$ cat src/psph_pkg.sv
package psph_pkg;

	localparam int COORD_W = 17;
	localparam int WORD_W  = 32;

	localparam logic [WORD_W-1:0] JX_MUL  = 32'd1233;
	localparam logic [WORD_W-1:0] JX_MOD  = 32'd171;
	localparam logic [WORD_W-1:0] JY_MUL  = 32'd453;
	localparam logic [WORD_W-1:0] JY_MOD  = 32'd765;
	localparam logic [WORD_W-1:0] LCG_MUL = 32'd1664525;
	localparam logic [WORD_W-1:0] LCG_ADD = 32'd1013904223;
	localparam int                XS_SHIFT = 16;

	// floor(2^39/171) and floor(2^41/765): quotient estimate is exact or one low
	localparam logic [WORD_W-1:0] RECIP_X = 32'd3214946280;
	localparam logic [WORD_W-1:0] RECIP_Y = 32'd2874540203;
	localparam int                QX_SHIFT = 39;
	localparam int                QY_SHIFT = 41;
	localparam int                QX_W = 2*WORD_W - QX_SHIFT;
	localparam int                QY_W = 2*WORD_W - QY_SHIFT;

	// raw remainder stays below twice the modulus
	localparam int RX_W = 9;
	localparam int RY_W = 11;

	typedef logic [WORD_W-1:0]  word_t;
	typedef logic [COORD_W-1:0] coord_t;

	typedef struct packed {
		coord_t x;
		coord_t y;
	} coord_pair_t;

	typedef struct packed {
		word_t c;
		word_t b;
		word_t a;
	} triple_t;

endpackage

$ cat src/psph_jitter.sv
module psph_jitter
	import psph_pkg::*;
(
	input  logic        clk,
	input  logic        arst_n,
	input  word_t       seed,
	input  logic        in_valid,
	output logic        in_ready,
	input  logic [15:0] pixel_x,
	input  logic [15:0] pixel_y,
	input  word_t       iteration,
	output logic        out_valid,
	input  logic        out_ready,
	output coord_pair_t out_coord
);

	logic en_s1, en_s2, en_s3, en_s4, en_s5;
	logic vld_s1, vld_s2, vld_s3, vld_s4, vld_s5;

	word_t               s_s1;
	logic [15:0]         px_s1, py_s1, px_s2, py_s2, px_s3, py_s3, px_s4, py_s4;
	word_t               mx_s2, my_s2;
	logic [QX_W-1:0]     qx_s3;
	logic [QY_W-1:0]     qy_s3;
	logic [RX_W-1:0]     mxl_s3, rx_s4;
	logic [RY_W-1:0]     myl_s3, ry_s4;
	coord_pair_t         coord_s5;

	logic [2*WORD_W-1:0] prod_x, prod_y;
	word_t               qmul_x, qmul_y;
	logic [RX_W-1:0]     rx_fix;
	logic [RY_W-1:0]     ry_fix;

	assign en_s5 = !vld_s5 || out_ready;
	assign en_s4 = !vld_s4 || en_s5;
	assign en_s3 = !vld_s3 || en_s4;
	assign en_s2 = !vld_s2 || en_s3;
	assign en_s1 = !vld_s1 || en_s2;
	assign in_ready = en_s1;

	always_ff @(posedge clk or negedge arst_n) begin
		if (!arst_n) begin
			vld_s1 <= 1'b0;
			vld_s2 <= 1'b0;
			vld_s3 <= 1'b0;
			vld_s4 <= 1'b0;
			vld_s5 <= 1'b0;
		end else begin
			if (en_s1) vld_s1 <= in_valid;
			if (en_s2) vld_s2 <= vld_s1;
			if (en_s3) vld_s3 <= vld_s2;
			if (en_s4) vld_s4 <= vld_s3;
			if (en_s5) vld_s5 <= vld_s4;
		end
	end

	always_comb begin
		prod_x = 64'(mx_s2) * 64'(RECIP_X);
		prod_y = 64'(my_s2) * 64'(RECIP_Y);
		qmul_x = 32'(qx_s3) * JX_MOD;
		qmul_y = 32'(qy_s3) * JY_MOD;
		// one correction step finishes the remainder
		rx_fix = (rx_s4 >= JX_MOD[RX_W-1:0]) ? rx_s4 - JX_MOD[RX_W-1:0] : rx_s4;
		ry_fix = (ry_s4 >= JY_MOD[RY_W-1:0]) ? ry_s4 - JY_MOD[RY_W-1:0] : ry_s4;
	end

	always_ff @(posedge clk) begin
		if (en_s1) begin
			s_s1  <= iteration + seed;
			px_s1 <= pixel_x;
			py_s1 <= pixel_y;
		end
		if (en_s2) begin
			mx_s2 <= s_s1 * JX_MUL;
			my_s2 <= s_s1 * JY_MUL;
			px_s2 <= px_s1;
			py_s2 <= py_s1;
		end
		if (en_s3) begin
			qx_s3  <= prod_x[2*WORD_W-1:QX_SHIFT];
			qy_s3  <= prod_y[2*WORD_W-1:QY_SHIFT];
			mxl_s3 <= mx_s2[RX_W-1:0];
			myl_s3 <= my_s2[RY_W-1:0];
			px_s3  <= px_s2;
			py_s3  <= py_s2;
		end
		if (en_s4) begin
			rx_s4 <= mxl_s3 - qmul_x[RX_W-1:0];
			ry_s4 <= myl_s3 - qmul_y[RY_W-1:0];
			px_s4 <= px_s3;
			py_s4 <= py_s3;
		end
		if (en_s5) begin
			coord_s5.x <= COORD_W'(px_s4) + COORD_W'(rx_fix);
			coord_s5.y <= COORD_W'(py_s4) + COORD_W'(ry_fix);
		end
	end

	assign out_valid = vld_s5;
	assign out_coord = coord_s5;

endmodule

$ cat config.mk
export PLATFORM = sky130hd
export DESIGN_NAME = psph_jitter
export DESIGN_NICKNAME = d
export VERILOG_FILES = /design/src/psph_pkg.sv /design/src/psph_jitter.sv
export SDC_FILE = /design/constraint.sdc
export NUM_CORES = 2
export LEC_CHECK = 0
export ABC_AREA = 1
export BUFFER_PORTS_ARGS = -buffer_cell sky130_fd_sc_hd__buf_4
export CAP_MARGIN = 5
export CORE_MARGIN = 5
export CORE_UTILIZATION = 66
export DETAILED_ROUTE_END_ITERATION = 6
export GPL_TIMING_DRIVEN = 0
export PLACE_DENSITY = 0.84
export SLEW_MARGIN = 10
export SYNTH_ARGS = -nofsm -noshare
export SYNTH_HDL_FRONTEND = slang
export SYNTH_SLANG_ARGS = --single-unit
$ cat constraint.sdc
create_clock -name clk -period 11.3 [get_ports clk]
set_input_delay 2.26 -clock clk [delete_from_list [all_inputs] [get_ports clk]]
set_output_delay 2.26 -clock clk [all_outputs]
set_load 0.02 [all_outputs]
==> flow_summary.yaml <==
global_routing:
  grt_max_degree: 68
  antenna_found_initial: 1
  grt_overflow: 0
  grt.total_usage: 0.310
  grt_pass1_wl_mm: 209
  grt_pass1_vias: 40606
die:
  die_w_microns: 290
  io_pins: 136
  die_h_microns: 290
  core_area_sq_um: 77700
  num_rows: 102
  initial_core_util: 0.668
  die-area_sq_um: 84300
sta:
  hold_viol: 0
  rsz0062_at_grt: "false"
  period_minus_slack_ns: 8.16
  maxSlewHeadroom: 0.220
  finClkSkew_ns: 0.0336
  worst_pin_slew_ns: 1.17
  setup_viol: 0
  post-route-period-util: 0.722
  slew_viol_final: 0
  setup_tns_ns: 0
  max_freq_ghz: 0.123
detailed_routing:
  drtAntennaViolNets: 0
  drt-initial-drc-count: 2458
  wl_mm: 128
  post_drt_wl_per_cell_microns: 18.5
  num_vias: 37587
  drc: 0
  first_pass_iters: 6
  vias_per_cell: 5.43
critical_path:
  crit_start: "out_ready"
  path_class: "primary input to output pin"
  end_kind: "output pin"
  cp_data_arrival_time_ns: 5.90
  reg2reg_depth: 22
  path_max_fanout: 48
  critPathCapture: "in_ready"
  start_kind: "primary input"
  r2r-start: "mx_s2[18]$_DFFE_PP_"
  worstReg2RegEnd: "qx_s3[7]$_DFFE_PP_"
  rrSetupSlack_ns: 4.27
  critPathRequiredTime_ns: 9.04
synth:
  synth.avg_cell_area_sq_um: 9.14
  synthesis.instances: 5676
  syn_nets: 7422
  synth_warnings: 0
  syn_area_sq_um: 51900
  synthArstFlopShare: 0.0157
  ys_ff_latch: 319
  ys_seq_area_frac: 0.184
  synth_edf_count: 314
  synth_ff_type: "edfxtp_1"
  synth_cell_types: 53
layout:
  syn2layout_area_growth_pct: 7.12
  design_area_sq_um: 55600
  layout-drive-gt1-share: 0.0469
  fin_nets: 7600
clock_tree:
  cts_buffer_depth: 3
  postCtsSetupBuffers: 0
  cts-root-buf: "clkbuf_16"
  cts_hold_buf: 0
  htree_levels: 2
  clk_pin_slew_ns: 0.06
  cts_resized: 0
  cts_buffers: 37
  cts_tree: "built"
  numClockSinks: 319
  insertion_delay_ns: 0.58
flow_run:
  cap_viol_max_count: 0
hold_path:
  hp-start: "py_s3[11]$_DFFE_PP_"
  min_path_type: "flip-flop to flip-flop"
outcome:
  run_status: "complete, no violations"
placement:
  port_buffers: 135
  dp_hpwl_mm: 112
  place_area_sq_um: 54300
  gp_congestion: 1.00
-- cells in the mapped netlist, types with 2 or more instances --
cell type / instances / share of area
inv_1: 1603 / 0.12
nand2_1: 958 / 0.069
ha_1: 899 / 0.22
fa_1: 747 / 0.29
edfxtp_1: 314 / 0.18
nor2_1: 254 / 0.018
a21oi_1: 203 / 0.020
nand3_1: 200 / 0.019
xor2_1: 108 / 0.018
o21ai_0: 69 / 0.0067
nand4_1: 57 / 0.0069
xnor2_1: 47 / 0.0079
o21bai_1: 27 / 0.0039
nor3_1: 22 / 0.0021
inv_2: 19 / 0.0014
o21ai_1: 16 / 0.0015
a21o_1: 15 / 0.0022
nand3b_1: 13 / 0.0019
nor2_2: 12 / 0.0014
nand2_2: 11 / 0.0013
nor3_2: 10 / 0.0019
a21boi_0: 8 / 0.0012
a31oi_1: 5 / 0.00060
dfrtp_1: 5 / 0.0024
o21a_1: 5 / 0.00072
a21oi_2: 4 / 0.00068
nor4_1: 4 / 0.00048
and2_1: 3 / 0.00036
and3_1: 3 / 0.00036
nand3_2: 3 / 0.00058
nor2_4: 3 / 0.00065
o21ai_2: 3 / 0.00051
nand2_4: 2 / 0.00043
nand2b_1: 2 / 0.00024
nor3b_2: 2 / 0.00048
o211ai_1: 2 / 0.00029
o22ai_1: 2 / 0.00024
-- state kept, by name (all words and copies together), names as in the netlist, 16 cells and up --
register and cells:
mx_s2 32, my_s2 30, out_coord 34, px_s1 16, px_s2 16, px_s3 16
px_s4 16, py_s1 16, py_s2 16, py_s3 16, py_s4 16, s_s1 32
-- layout make-up --
type	instances	area (sq um)
Multi-Input combinational cell	3733	36200
Fill cell	5754	22100
Sequential cell	319	9550
Inverter	1623	6100
Tap cell	1040	1300
Timing Repair Buffer	139	1110
Clock buffer	48	977
Clock inverter	20	294
Buffer	1	15.0
Antenna cell	1	2.50
-- logic make-up after synthesis --
group	count (synthesis)	share of synthesized area
flip-flops	319	0.184
AO/OA/AOI/OAI	365	0.0391
adder cells (fa/ha/maj)	1646	0.505
XOR/XNOR	155	0.0262
buffers and inverters	1624	0.118
AND/OR/NAND/NOR	1567	0.128
-- worst min-delay path by stage --
| stage | end | slack [ns] | depth (start not counted) |
|---|---|---|---|
| after floorplan | px_s2[0]$_DFFE_PP_ | 0.40 | 0 |
| after global routing | py_s4[13]$_DFFE_PP_ | 0.42 | 0 |
| after detailed placement | px_s2[12]$_DFFE_PP_ | 0.40 | 0 |
| after global placement | px_s4[7]$_DFFE_PP_ | 0.40 | 0 |
| final | py_s4[11]$_DFFE_PP_ | 0.42 | 0 |
| after CTS | px_s4[1]$_DFFE_PP_ | 0.42 | 0 |
-- through the flow --
step                setup slack (ns)  hold slack, ns  cells   util
finish                          3.14           0.416   6924  0.715
global route                    2.84           0.419   6923  0.715
CTS                             3.06           0.417   6923  0.715
detailed placement              3.10           0.405   6855  0.699
global placement               -1.06           0.400   6851  0.697
floorplan                       1.61           0.400   5676      -
-- critical path: stages --
cell	delay [ns]
buf_4	0.08
nor2_1	0.03
inv_1	0.83
nor2_1	0.11
inv_2	0.51
buf_12	0.27
nor2_1	0.10
inv_4	0.37
buf_12	0.30
nor2_1	0.16
nand2_4	0.29
buf_16	0.28
buf_4	0.21
-- cell usage in the layout (no fill, tap or decap), types with 15 or more instances in the layout --
cell       instances
a21o_1            15
clkbuf_16         37
nor2_1           254
o21ai_1           16
nand2_1          957
nand4_1           57
a21oi_1          203
xnor2_1           47
o21bai_1          27
ha_1             899
nand3_1          200
inv_1           1600
o21ai_0           69
buf_4            135
inv_2             20
edfxtp_1         314
nor3_1            22
xor2_1           108
fa_1             747
-- layer usage --
metal,track usage,wire [microns],part of all wire,up-vias
met5,0,0,0,-
met4,0.0950,4490,0.035,0
met1,0.399,51400,0.40,18250
li1,-,-,-,17876
met3,0.0459,8400,0.066,252
met2,0.548,63700,0.50,1209
Power is left out: the tool's default activity adds up to more than one toggle a clock period on the data nets, which glitch-free logic cannot reach.
